--- src/rtl/lssd_pkg.sv ---
// Shared types, constants and codes for the line sensor steering decider.
package lssd_pkg;

  localparam int NUM_SENSORS = 8;
  localparam int SAMPLE_BITS = 12;
  localparam int CENTROID_SCALE = 10;

  localparam int DIST_W = 16;
  localparam int BAND_W = 7;
  localparam int CENT_W = 7;
  localparam int ERR_W = 8;
  localparam int CFG_IDX_W = 3;
  localparam int CFG_DATA_W = 16;

  // sum of all samples and sum of sample * (index + 1)
  localparam int SUM_W = SAMPLE_BITS + $clog2(NUM_SENSORS);
  localparam int WSUM_W = SAMPLE_BITS + $clog2(NUM_SENSORS * (NUM_SENSORS + 1) / 2);
  localparam int NUM_W = WSUM_W + $clog2(CENTROID_SCALE);
  localparam int DSH_W = SUM_W + CENT_W - 1;
  localparam int DIV_W = (NUM_W > DSH_W) ? NUM_W : DSH_W;
  localparam int CNT_MAX = (NUM_SENSORS > CENT_W) ? NUM_SENSORS : CENT_W;
  localparam int CNT_W = $clog2(CNT_MAX);

  typedef logic [SAMPLE_BITS-1:0] sample_t;
  typedef logic [SUM_W-1:0] sum_t;
  typedef logic [WSUM_W-1:0] wsum_t;
  typedef logic [DIV_W-1:0] div_word_t;
  typedef logic [CENT_W-1:0] cent_t;
  typedef logic signed [ERR_W-1:0] err_t;
  typedef logic signed [ERR_W:0] err_wide_t;
  typedef logic [DIST_W-1:0] dist_t;
  typedef logic [BAND_W-1:0] band_t;
  typedef logic [CNT_W-1:0] cnt_t;
  typedef logic [CFG_IDX_W-1:0] cfg_idx_t;
  typedef logic [CFG_DATA_W-1:0] cfg_data_t;

  typedef enum logic [1:0] {
    CMD_STOP    = 2'd0,
    CMD_FORWARD = 2'd1,
    CMD_LEFT    = 2'd2,
    CMD_RIGHT   = 2'd3
  } drive_cmd_t;

  typedef enum logic [CFG_IDX_W-1:0] {
    CFG_OBSTACLE_LIMIT   = 3'd0,
    CFG_DARK_THRESHOLD   = 3'd1,
    CFG_BRIGHT_THRESHOLD = 3'd2,
    CFG_DEAD_BAND        = 3'd3,
    CFG_TURN_LIMIT       = 3'd4
  } cfg_reg_t;

  localparam int OP_CALIBRATE = 0;
  localparam int OP_RUN = 1;

  typedef enum logic [2:0] {
    ST_IDLE,
    ST_ACCUM,
    ST_SCALE,
    ST_DIV,
    ST_DONE
  } state_t;

  typedef struct packed {
    logic load;
    logic acc;
    logic scale;
    logic div_step;
    logic out_load;
  } lssd_cmd_t;

endpackage

--- src/rtl/lssd_ctrl.sv ---
// Sequencer for the decider: accumulate, scale, divide, decide.
module lssd_ctrl (
  input  logic               clk,
  input  logic               rst_n,
  input  logic               in_valid,
  output logic               in_ready,
  output logic               out_valid,
  input  logic               out_ready,
  input  logic               sum_zero,
  output lssd_pkg::lssd_cmd_t cmd
);

  lssd_pkg::state_t state_r, state_nxt;
  lssd_pkg::cnt_t   cnt_r, cnt_nxt;
  logic             out_valid_r, out_valid_nxt;

  always_ff @(posedge clk) begin
    if (!rst_n) begin
      state_r     <= lssd_pkg::ST_IDLE;
      cnt_r       <= '0;
      out_valid_r <= 1'b0;
    end else begin
      state_r     <= state_nxt;
      cnt_r       <= cnt_nxt;
      out_valid_r <= out_valid_nxt;
    end
  end

  // next state and step counter
  always_comb begin
    state_nxt = state_r;
    cnt_nxt   = cnt_r;
    case (state_r)
      lssd_pkg::ST_IDLE: begin
        if (in_valid) begin
          state_nxt = lssd_pkg::ST_ACCUM;
          cnt_nxt   = lssd_pkg::cnt_t'(lssd_pkg::NUM_SENSORS - 1);
        end
      end
      lssd_pkg::ST_ACCUM: begin
        if (cnt_r == '0) begin
          state_nxt = lssd_pkg::ST_SCALE;
        end else begin
          cnt_nxt = cnt_r - 1'b1;
        end
      end
      lssd_pkg::ST_SCALE: begin
        // all-zero frame skips the divide
        if (sum_zero) begin
          state_nxt = lssd_pkg::ST_DONE;
        end else begin
          state_nxt = lssd_pkg::ST_DIV;
          cnt_nxt   = lssd_pkg::cnt_t'(lssd_pkg::CENT_W - 1);
        end
      end
      lssd_pkg::ST_DIV: begin
        if (cnt_r == '0) begin
          state_nxt = lssd_pkg::ST_DONE;
        end else begin
          cnt_nxt = cnt_r - 1'b1;
        end
      end
      lssd_pkg::ST_DONE: begin
        if (!out_valid_r || out_ready) begin
          state_nxt = lssd_pkg::ST_IDLE;
        end
      end
      default: begin
        state_nxt = lssd_pkg::ST_IDLE;
      end
    endcase
  end

  // datapath commands
  always_comb begin
    cmd          = '0;
    in_ready     = 1'b0;
    case (state_r)
      lssd_pkg::ST_IDLE: begin
        in_ready = 1'b1;
        cmd.load = in_valid;
      end
      lssd_pkg::ST_ACCUM: begin
        cmd.acc = 1'b1;
      end
      lssd_pkg::ST_SCALE: begin
        cmd.scale = 1'b1;
      end
      lssd_pkg::ST_DIV: begin
        cmd.div_step = 1'b1;
      end
      lssd_pkg::ST_DONE: begin
        cmd.out_load = !out_valid_r || out_ready;
      end
      default: begin
        cmd = '0;
      end
    endcase
  end

  always_comb begin
    if (cmd.out_load) begin
      out_valid_nxt = 1'b1;
    end else if (out_ready) begin
      out_valid_nxt = 1'b0;
    end else begin
      out_valid_nxt = out_valid_r;
    end
  end

  assign out_valid = out_valid_r;

endmodule

--- src/rtl/lssd_dp.sv ---
// Datapath: sample shift line, sum accumulators, restoring divider, decision, result register.
module lssd_dp (
  input  logic                     clk,
  input  logic                     rst_n,
  input  lssd_pkg::lssd_cmd_t      cmd,
  output logic                     sum_zero,
  input  logic                     in_operation,
  input  lssd_pkg::sample_t        in_samples [lssd_pkg::NUM_SENSORS],
  input  lssd_pkg::dist_t          in_distance_cm,
  input  logic                     cfg_we,
  input  lssd_pkg::cfg_idx_t       cfg_index,
  input  lssd_pkg::cfg_data_t      cfg_data,
  output lssd_pkg::cent_t          out_centroid,
  output lssd_pkg::err_t           out_track_error,
  output lssd_pkg::sample_t        out_average,
  output logic [1:0]               out_drive_command,
  output logic                     out_sum_zero_fault
);

  // configuration
  lssd_pkg::dist_t   obstacle_limit_r;
  lssd_pkg::sample_t dark_threshold_r;
  lssd_pkg::sample_t bright_threshold_r;
  lssd_pkg::band_t   dead_band_r;
  lssd_pkg::band_t   turn_limit_r;

  // architectural state
  lssd_pkg::cent_t      set_point_r;
  lssd_pkg::drive_cmd_t last_cmd_r;

  // working registers
  lssd_pkg::sample_t   samp_r [lssd_pkg::NUM_SENSORS];
  logic                op_r;
  lssd_pkg::dist_t     dist_r;
  lssd_pkg::sum_t      sum_r;
  lssd_pkg::wsum_t     wsum_r;
  lssd_pkg::div_word_t rem_r;
  lssd_pkg::div_word_t dsh_r;
  lssd_pkg::cent_t     quo_r;

  // result register
  lssd_pkg::cent_t      cent_out_r;
  lssd_pkg::err_t       err_out_r;
  lssd_pkg::sample_t    avg_out_r;
  lssd_pkg::drive_cmd_t cmd_out_r;
  logic                 fault_out_r;

  lssd_pkg::sum_t       sum_nxt;
  lssd_pkg::div_word_t  wsum_ext;
  logic                 quo_bit;
  lssd_pkg::sample_t    avg;
  lssd_pkg::err_wide_t  err_w;
  lssd_pkg::err_wide_t  db_w;
  lssd_pkg::err_wide_t  tl_w;
  lssd_pkg::drive_cmd_t decision;

  always_ff @(posedge clk) begin
    if (!rst_n) begin
      obstacle_limit_r   <= lssd_pkg::dist_t'(30);
      dark_threshold_r   <= lssd_pkg::sample_t'(500);
      bright_threshold_r <= lssd_pkg::sample_t'(2000);
      dead_band_r        <= lssd_pkg::band_t'(8);
      turn_limit_r       <= lssd_pkg::band_t'(25);
    end else if (cfg_we) begin
      case (cfg_index)
        lssd_pkg::CFG_OBSTACLE_LIMIT:   obstacle_limit_r   <= cfg_data;
        lssd_pkg::CFG_DARK_THRESHOLD:
          dark_threshold_r <= cfg_data[lssd_pkg::SAMPLE_BITS-1:0];
        lssd_pkg::CFG_BRIGHT_THRESHOLD:
          bright_threshold_r <= cfg_data[lssd_pkg::SAMPLE_BITS-1:0];
        lssd_pkg::CFG_DEAD_BAND:        dead_band_r  <= cfg_data[lssd_pkg::BAND_W-1:0];
        lssd_pkg::CFG_TURN_LIMIT:       turn_limit_r <= cfg_data[lssd_pkg::BAND_W-1:0];
        default: ;
      endcase
    end
  end

  // samples go through highest index first; adding the running sum into
  // wsum each step weights sample i by (i + 1)
  assign sum_nxt  = sum_r + lssd_pkg::sum_t'(samp_r[lssd_pkg::NUM_SENSORS-1]);
  assign wsum_ext = lssd_pkg::div_word_t'(wsum_r);
  assign quo_bit  = (rem_r >= dsh_r);
  assign sum_zero = (sum_r == '0);

  always_ff @(posedge clk) begin
    if (cmd.load) begin
      samp_r <= in_samples;
      op_r   <= in_operation;
      dist_r <= in_distance_cm;
      sum_r  <= '0;
      wsum_r <= '0;
    end else if (cmd.acc) begin
      for (int i = lssd_pkg::NUM_SENSORS - 1; i > 0; i--) begin
        samp_r[i] <= samp_r[i-1];
      end
      sum_r  <= sum_nxt;
      wsum_r <= wsum_r + lssd_pkg::wsum_t'(sum_nxt);
    end
    if (cmd.scale) begin
      rem_r <= (wsum_ext << 3) + (wsum_ext << 1);
      dsh_r <= lssd_pkg::div_word_t'(sum_r) << (lssd_pkg::CENT_W - 1);
      quo_r <= '0;
    end else if (cmd.div_step) begin
      if (quo_bit) begin
        rem_r <= rem_r - dsh_r;
      end
      dsh_r <= dsh_r >> 1;
      quo_r <= {quo_r[lssd_pkg::CENT_W-2:0], quo_bit};
    end
  end

  // decision
  assign avg   = lssd_pkg::sample_t'(sum_r / lssd_pkg::NUM_SENSORS);
  assign err_w = lssd_pkg::err_wide_t'({2'b00, quo_r})
               - lssd_pkg::err_wide_t'({2'b00, set_point_r});
  assign db_w  = lssd_pkg::err_wide_t'({2'b00, dead_band_r});
  assign tl_w  = lssd_pkg::err_wide_t'({2'b00, turn_limit_r});

  always_comb begin
    decision = last_cmd_r;
    if (dist_r <= obstacle_limit_r) begin
      decision = lssd_pkg::CMD_STOP;
    end else if (avg < dark_threshold_r) begin
      decision = lssd_pkg::CMD_FORWARD;
    end else if (avg > bright_threshold_r) begin
      decision = lssd_pkg::CMD_STOP;
    end else begin
      // later band wins where bands overlap
      if (err_w < db_w && err_w > -db_w) begin
        decision = lssd_pkg::CMD_FORWARD;
      end
      if (err_w <= -db_w && err_w >= -tl_w) begin
        decision = lssd_pkg::CMD_LEFT;
      end
      if (err_w >= db_w && err_w <= tl_w) begin
        decision = lssd_pkg::CMD_RIGHT;
      end
    end
  end

  always_ff @(posedge clk) begin
    if (!rst_n) begin
      set_point_r <= '0;
      last_cmd_r  <= lssd_pkg::CMD_STOP;
    end else if (cmd.out_load && !sum_zero) begin
      if (op_r == 1'(lssd_pkg::OP_CALIBRATE)) begin
        set_point_r <= quo_r;
      end else begin
        last_cmd_r <= decision;
      end
    end
  end

  always_ff @(posedge clk) begin
    if (cmd.out_load) begin
      if (sum_zero) begin
        cent_out_r  <= '0;
        err_out_r   <= '0;
        avg_out_r   <= '0;
        cmd_out_r   <= last_cmd_r;
        fault_out_r <= 1'b1;
      end else begin
        cent_out_r  <= quo_r;
        err_out_r   <= err_w[lssd_pkg::ERR_W-1:0];
        avg_out_r   <= avg;
        cmd_out_r   <= (op_r == 1'(lssd_pkg::OP_RUN)) ? decision : last_cmd_r;
        fault_out_r <= 1'b0;
      end
    end
  end

  assign out_centroid       = cent_out_r;
  assign out_track_error    = err_out_r;
  assign out_average        = avg_out_r;
  assign out_drive_command  = cmd_out_r;
  assign out_sum_zero_fault = fault_out_r;

endmodule

--- src/rtl/line_sensor_steering_decider.sv ---
// Top level of the line sensor steering decider.
// Each item is one frame of eight reflectance samples, a range reading and an
// operation (0 calibrate, 1 run); it yields one result: weighted centroid
// (ten times the mean sensor position, 1-based), error against the stored set
// point, sample average, drive command and an all-zero fault flag. An item
// passes from acceptance to result one sample per cycle through the
// accumulator, a scale cycle, one quotient bit per cycle through the
// restoring divider and a decision cycle that loads the output register;
// the next item can be taken in the cycle after the result is registered.
// An all-zero frame skips the divider. The decision cycle stretches while
// the output register still holds a result the receiver has not taken. The
// result waits in an output register while the next frame is taken.
// Configuration writes are always accepted and must be issued only while no
// frame is in flight.
module line_sensor_steering_decider (
  input  logic        clk,
  input  logic        rst_n,
  input  logic        in_valid,
  output logic        in_ready,
  input  logic        in_operation,
  input  logic [11:0] in_sample_0,
  input  logic [11:0] in_sample_1,
  input  logic [11:0] in_sample_2,
  input  logic [11:0] in_sample_3,
  input  logic [11:0] in_sample_4,
  input  logic [11:0] in_sample_5,
  input  logic [11:0] in_sample_6,
  input  logic [11:0] in_sample_7,
  input  logic [15:0] in_distance_cm,
  output logic        out_valid,
  input  logic        out_ready,
  output logic [6:0]  out_centroid,
  output logic signed [7:0] out_track_error,
  output logic [11:0] out_average,
  output logic [1:0]  out_drive_command,
  output logic        out_sum_zero_fault,
  input  logic        cfg_valid,
  output logic        cfg_ready,
  input  logic [2:0]  cfg_index,
  input  logic [15:0] cfg_data
);

  lssd_pkg::lssd_cmd_t cmd;
  logic                sum_zero;
  lssd_pkg::sample_t   samples [lssd_pkg::NUM_SENSORS];

  assign samples[0] = in_sample_0;
  assign samples[1] = in_sample_1;
  assign samples[2] = in_sample_2;
  assign samples[3] = in_sample_3;
  assign samples[4] = in_sample_4;
  assign samples[5] = in_sample_5;
  assign samples[6] = in_sample_6;
  assign samples[7] = in_sample_7;

  assign cfg_ready = 1'b1;

  lssd_ctrl u_ctrl (
    .clk       (clk),
    .rst_n     (rst_n),
    .in_valid  (in_valid),
    .in_ready  (in_ready),
    .out_valid (out_valid),
    .out_ready (out_ready),
    .sum_zero  (sum_zero),
    .cmd       (cmd)
  );

  lssd_dp u_dp (
    .clk                (clk),
    .rst_n              (rst_n),
    .cmd                (cmd),
    .sum_zero           (sum_zero),
    .in_operation       (in_operation),
    .in_samples         (samples),
    .in_distance_cm     (in_distance_cm),
    .cfg_we             (cfg_valid && cfg_ready),
    .cfg_index          (cfg_index),
    .cfg_data           (cfg_data),
    .out_centroid       (out_centroid),
    .out_track_error    (out_track_error),
    .out_average        (out_average),
    .out_drive_command  (out_drive_command),
    .out_sum_zero_fault (out_sum_zero_fault)
  );

  // one frame in flight at a time
  a_one_in_flight: assert property (@(posedge clk) disable iff (!rst_n)
    (in_valid && in_ready) |=> !in_ready)
    else $error("frame accepted while another is in flight");

  // faulted result carries zeroed centroid, error and average
  a_fault_zero: assert property (@(posedge clk) disable iff (!rst_n)
    (out_valid && out_sum_zero_fault) |->
      (out_centroid == 7'd0 && out_track_error == 8'sd0 && out_average == 12'd0))
    else $error("fault result with nonzero fields");

  // centroid lies between the lowest and highest weight, times ten
  a_centroid_range: assert property (@(posedge clk) disable iff (!rst_n)
    (out_valid && !out_sum_zero_fault) |->
      (out_centroid >= 7'd10 && out_centroid <= 7'd80))
    else $error("centroid out of range");

endmodule
--- config.mk ---
export PLATFORM = sky130hd
export DESIGN_NAME = line_sensor_steering_decider
export DESIGN_NICKNAME = d
export VERILOG_FILES = /design/src/rtl/lssd_pkg.sv /design/src/rtl/lssd_ctrl.sv /design/src/rtl/lssd_dp.sv /design/src/rtl/line_sensor_steering_decider.sv
export SDC_FILE = /design/constraint.sdc
export NUM_CORES = 1
export LEC_CHECK = 0
export ABC_AREA = 1
export BUFFER_PORTS_ARGS = -buffer_cell sky130_fd_sc_hd__buf_2
export CAP_MARGIN = 0
export CORE_UTILIZATION = 50
export CTS_CLUSTER_DIAMETER = 150
export CTS_CLUSTER_SIZE = 28
export DETAILED_ROUTE_END_ITERATION = 7
export PLACE_DENSITY = 0.7
export SLEW_MARGIN = 10
export SYNTH_ARGS = -nofsm -noshare
export SYNTH_HDL_FRONTEND = slang
export SYNTH_HIERARCHICAL = 1
export SYNTH_SLANG_ARGS = --single-unit
--- constraint.sdc ---
create_clock -name clk -period 5.7 [get_ports clk]
set_input_delay 0.285 -clock clk [delete_from_list [all_inputs] [get_ports clk]]
set_output_delay 0.285 -clock clk [all_outputs]
set_load 0.01 [all_outputs]
==> results.cfg, run 1 <==
[grt]
antenna_found_initial = 2
first_global_vias = 13100
grt_overflow = 0
globalRouteTotalUtil_pct = 23.59
grt_pass1_wl_microns = 63850
grt_max_degree = 107

[power_and_ir_drop]
power.density_mw_per_mm2 = 584.1
peakVddDrop_uv = 314.3
p_leak_nw = 8.489
finalPower_mw = 10.72

[clock_network]
clk_pin_slew_ns = 0.11
ctsResizeCount = 0
h-tree-depth = 1
cts_buffer_depth = 3
cts.sinks = 296
postCtsHoldBufs = 29
post-cts-setup-buffers = 0
cts-buffers-inserted = 14
cts-root-buf = clkbuf_16
cts_tree = done
worstSkewPairLatency_ns = 0.50

[critical_path]
end_kind = flop
crit_fanout = 5
crit_path_start = u_dp/samp_r[0]$_DFFE_PP_
critical_path_arrival_ns = 4.29
r2r_end = u_dp/wsum_r[17]$_SDFFE_PP0P_
ff2ff_path_depth = 24
critPathLaunchType = flop
reg2reg_from = u_dp/samp_r[0]$_DFFE_PP_
path_class = flop to flop
crit_required_ns = 6.14
cp-endpoint = u_dp/wsum_r[17]$_SDFFE_PP0P_
worst-r2r-setup-slack_ns = 1.85

[synth]
synth.distinct_cells = 51
yosysSeqAreaShare_pct = 47.11
synthAdderAreaFrac_pct = 11.14
synth-xor-area-share_pct = 1.495
synth_edf_count = 180
syn_area_sq_mm = 0.01640
synthArstFlopShare_pct = 0
synth-compound-area-share_pct = 13.08
synth_cells = 1951
synth_top_family_by_area = simple AND/OR/NAND/NOR gates
synth_mux_area_share_pct = 0
synthSimpleGateAreaFrac_pct = 19.93
ys_ff_latch = 296
postSynthAreaPerCell_sq_um = 8.408
synth_top_flop_cell = edfxtp_1
synth_nets = 2231
ys_warn_count = 6

[routing]
wire_per_inst_microns = 15.18
vias_per_cell = 5.283
drcViolationCount = 0
routed_wl_microns = 38800
first_pass_iters = 7
drt_iter0_markers = 918
drtAntennaViolNets = 0
via_count = 13500

[sta]
relSlewSlack_pct = 20.30
worst_slew_pin_slew_ns = 1.193
post-route-min-period_ns = 3.850
setup_violations = 0
rsz0062_at_grt = no
maxSlewViolCount = 0
post-route-period-util_pct = 67.55
fmax_mhz = 259.7
setup_tns_ns = 0
skew_ns = 0.01852
hold_violations = 0

[placement]
portBuffers = 168
placed_cells = 2501
place_hpwl_microns = 28810
placed_area_sq_mm = 0.01763
gp_congestion = 0.9321

[worst_hold_path]
hp-class = input port to flop
min-delay-start = cfg_data[8]

[finish]
final_nets = 2391
area_growth_pct = 11.85
final_layout_size_suffix_gt1_share_pct = 11.37
design_area_sq_mm = 0.01835
fin_cells = 2555

[floorplanning]
coreArea_sq_mm = 0.03188
die_y_microns = 183.1
ioPinCount = 170
rows = 65
die_area_sq_mm = 0.03354
start_util_pct = 51.46
die_w_microns = 183.1

[run_status]
status = completed

[run]
maxCapViolations = 0
worst max-delay path, stage by stage (launching register included):
cell and delay [ns]:
edfxtp_1 0.39, ha_1 0.24, fa_1 0.40, a21oi_1 0.21
o21bai_2 0.11, nand2_1 0.10, nand2_1 0.06, nand2_1 0.07
nand2_1 0.06, a21o_1 0.18, a21oi_1 0.13, o21ai_1 0.10
nand2_1 0.07, nor2_1 0.05, xor2_1 0.18, inv_1 0.07
ha_1 0.34, nand2_1 0.07, nor2_1 0.13, inv_1 0.06
o2111ai_1 0.26, nand3_1 0.15, o21ai_0 0.20, nand2_1 0.06
nor2_1 0.13
kinds of logic after synthesis:
logic type / after synthesis
other: 1
XOR/XNOR: 28
adder cells (fa/ha/maj): 143
flip-flops: 296
AND/OR/NAND/NOR: 791
buffers and inverters: 313
AO/OA/AOI/OAI: 379
state kept, by name (all words and copies together), names as in the netlist, 15 cells and up:
signal / count
u_dp/dist_r: 16
u_dp/obstacle_limit_r: 16
u_dp/rem_r: 22
u_dp/wsum_r: 18
u_dp/dsh_r: 21
u_dp/samp_r: 96
u_dp/sum_r: 15
cells in the mapped netlist, types with 17 or more instances:
library cell  number  area share [%]
a21oi_1          145             4.4
inv_1            241             5.5
nor2_1           136             3.1
nand2_1          524              12
xor2_1            24             1.3
clkbuf_1          52             1.2
nand4_1           19            0.72
o211ai_1          27             1.2
nor3_1            17            0.52
dfxtp_1          116              14
nand3_1           55             1.7
o21ai_0          112             3.4
o22ai_1           39             1.5
edfxtp_1         180              33
ha_1             138              11
worst min-delay path by stage:
stage                                              endpoint  slack [ns]  depth (start not counted)
finish              u_dp/bright_threshold_r[8]$_SDFFE_PN1P_        0.03                          3
global route          u_dp/dark_threshold_r[8]$_SDFFE_PN1P_        0.03                          3
CTS                 u_dp/bright_threshold_r[8]$_SDFFE_PN1P_        0.01                          3
detailed placement   u_dp/obstacle_limit_r[13]$_SDFFE_PN0P_        0.45                          2
global placement          u_dp/out_average[0]$_SDFFCE_PP0P_        0.44                          0
floorplan                          u_dp/dist_r[0]$_DFFE_PP_        0.38                          0
metal layers:
layer	global-route usage [%]	vias up	wire length [microns]
li1	-	6846	-
met1	30.54	6192	17060
met2	41.40	409	18270
met3	3.455	52	2595
met4	5.700	0	875
met5	0	-	0
area by class of cell:
class                           instances  area [sq um]
Timing Repair Buffer                  208          1214
Multi-Input combinational cell       1342          7503
Sequential cell                       296          7727
Antenna cell                            1         2.502
Clock buffer                           23         405.4
Inverter                              249         935.9
Clock inverter                          1         16.27
Fill cell                            2941         13530
Tap cell                              435         544.3
report_power, final:
part           total [mW]  switching [mW]  internal (mW)
Clock                1.18           0.674          0.503
Combinational        5.89            3.88           2.01
Sequential           3.65           0.316           3.33
Total                10.7            4.87           5.85
cells in the final DEF, fill, tap and decap left out, drive strengths merged, types with 2 or more instances in the layout:
cell type	netlist	final
a221oi	2	2
nand2	540	540
and2	2	2
o22ai	39	39
o21bai	5	5
o21a	4	4
o31ai	4	4
a21o	4	4
nor2	140	140
inv	247	246
nor3	17	17
a31oi	7	7
nand3	62	62
a22o	2	2
or2	4	4
clkbuf	52	23
xor2	24	24
o2111ai	3	3
fa	5	5
edfxtp	180	180
dlygate4sd3	0	29
ha	138	138
xnor2	4	4
nor4	3	3
dfxtp	116	116
clkinv	2	4
nand4	20	20
o221ai	4	4
o211ai	27	27
o21ai	125	125
buf	12	179
nand3b	2	2
a32o	2	2
a21oi	148	148
stage by stage:
step | setup slack (ns) | utilization, % | hold WS, ns
4_1_cts | 1.825 | 57.55 | 0.01097
5_1_grt | 1.380 | 57.55 | 0.02926
3_5_place_dp | 1.872 | 55.31 | 0.4547
3_3_place_gp | 1.950 | 55.31 | 0.4422
2_1_floorplan | 0.9010 | - | 0.3839
6_report | 1.850 | 57.55 | 0.03284
Power figures use the tool's default switching activity.
==> run 2, diff against run 1 <==
clock period = 3.2 ns   (was 5.7 ns; I/O delays follow)
==> results.cfg, run 2 (synthesis results as in run 1) <==
[finish]
fin_cells = 2722
final_layout_size_suffix_gt1_share_pct = 17.94
regArea_sq_mm = 0.007732
n_fill_cell = 2602
mostFrequentLayoutCells = nand2_1 (510), inv_1 (228), edfxtp_1 (180), buf_2 (168), a21oi_1 (133)
largest_reg_flops = 96
layout_commonest_cell = nand2_1
reg_top3 = u_dp/samp_r: 96 flops, u_dp/rem_r: 22 flops, u_dp/dsh_r: 21 flops
multi_input_area_sq_mm = 0.008070
final_nets = 2558
area_growth_pct = 24.82
regMostFlops = u_dp/samp_r

[floorplanning]
start_util_pct = 51.46
die_y_microns = 183.1
die_area_sq_mm = 0.03354
rows = 65
ioPinCount = 170
coreArea_sq_mm = 0.03188
die_w_microns = 183.1

[run_status]
violations = setup timing
status = finished with violations

[clock_network]
cts_buffer_depth = 3
cts-root-buf = clkbuf_16
cts.sinks = 296
cts_tree = done
clk_pin_slew_ns = 0.12
worstSkewPairLatency_ns = 0.51
h-tree-depth = 1
cts-buffers-inserted = 14

[routing]
drt_iter0_markers = 1034
wire_per_inst_microns = 16.12
vias_per_cell = 5.357
drcViolationCount = 0
first_pass_iters = 5
via_count = 14580
routed_wl_microns = 43870
drtAntennaViolNets = 0

[sta]
relSlewSlack_pct = 36.96
rsz0062_at_grt = yes
worst_slew_pin_slew_ns = 0.9456
setup_violations = 8
worst_slack_ns = -0.3257
setup_tns_ns = -1.183
maxSlewViolCount = 0
post-route-period-util_pct = 110.2
skew_ns = 0.02295
post-route-min-period_ns = 3.526
fmax_mhz = 283.6
hold_violations = 0

[critical_path]
crit_required_ns = 3.64
end_kind = flop
critPathLaunchType = flop
critical_path_arrival_ns = 3.96
path_class = flop to flop
ff2ff_path_depth = 25
crit_fanout = 3

[power_and_ir_drop]
p_leak_nw = 9.302
power.density_mw_per_mm2 = 1067
peakVddDrop_uv = 539.6

[placement]
placed_cells = 2549
place_hpwl_microns = 29380
gp_congestion = 0.9092
portBuffers = 168

[grt]
antenna_found_initial = 1
grt_max_degree = 100
first_global_vias = 14530
globalRouteTotalUtil_pct = 25.92
grt_overflow = 0
grt_pass1_wl_microns = 70300

[worst_hold_path]
hold_depth = 3
hp-class = input port to flop

[run]
maxCapViolations = 0
## run 2: per-layer routing
layer / vias to the layer above / GRT usage, % / routed length (microns)
met2: 537 / 45.17 / 21150
met1: 6772 / 32.49 / 18440
met5: - / 0 / 0
met3: 101 / 3.852 / 2735
met4: 0 / 9.600 / 1543
li1: 7172 / - / -
## run 2: power breakdown
part           leakage, nW  total [mW]  switching [mW]  internal (mW)
registers             2.67        6.56           0.627           5.93
clock network        0.201        2.10            1.21          0.896
logic                 6.44        13.2            8.04           5.14
## run 2: per-stage QoR
| step | total power, mW | hold WS (ns) | setup WS, ns | utilization [%] | area [sq um] |
|---|---|---|---|---|---|
| 6_report | 21.84 | 0.006822 | -0.3257 | 64.23 | 20480 |
| 5_1_grt | 23.68 | 0.01834 | -0.5803 | 64.23 | 20480 |
| 4_1_cts | 20.58 | 0.002769 | -0.2866 | 62.87 | 20040 |
| 3_5_place_dp | 17.81 | 0.3381 | -0.3029 | 56.76 | 18100 |
| 3_3_place_gp | 17.42 | 0.3363 | -0.2003 | 56.76 | 18100 |
| 2_1_floorplan | 14.44 | 0.2589 | -0.0001190 | - | 16480 |
## run 2: layout make-up
cell class / count / area share (%)
multi-input cells: 1342 / 39.41
clock inverters: 1 / 0.07944
well taps: 435 / 2.658
repair buffers: 375 / 13.52
flip-flops and latches: 296 / 37.76
diodes: 1 / 0.01222
clock buffers: 23 / 1.980
inverters: 249 / 4.571
## run 2: path summary, 6_finish.rpt
path	slack (ns)	startpoint	to
worst max-delay path	-0.33	u_dp/samp_r[5]$_DFFE_PP_	u_dp/wsum_r[17]$_SDFFE_PP0P_
worst min register to register	0.47	u_dp/set_point_r[6]$_SDFFE_PN0P_	u_dp/set_point_r[6]$_SDFFE_PN0P_
worst min-delay path	0.007	cfg_data[6]	u_dp/bright_threshold_r[6]$_SDFFE_PN1P_
worst max register to register	-0.33	u_dp/samp_r[5]$_DFFE_PP_	u_dp/wsum_r[17]$_SDFFE_PP0P_
## run 2: timing repair
item,4_1_cts,5_1_grt
hold buffers,126,1
gates resized for setup,34,87
pin swaps,27,54
setup buffers,13,10
endpoints found under the setup margin,9,38
endpoints found under the hold margin,138,1
## run 2: worst max-delay path, cell delays in order (launching register included)
cell and delay (ns):
edfxtp_1 0.44, ha_4 0.30, nand2_2 0.06, nor3_2 0.16, nand2_1 0.07, o211ai_1 0.12, a21oi_1 0.11, o21ai_1 0.18
nand2_1 0.09, inv_2 0.08, nor2_4 0.05, o21bai_4 0.17, buf_4 0.14, nand2_1 0.06, nand2_2 0.08, nand3_2 0.09
and2_4 0.18, ha_4 0.27, nand2_2 0.04, nor2_2 0.11, inv_1 0.06, o2111ai_2 0.23, nand3_2 0.12, o21ai_1 0.13
nand2_1 0.06, nor2_1 0.07
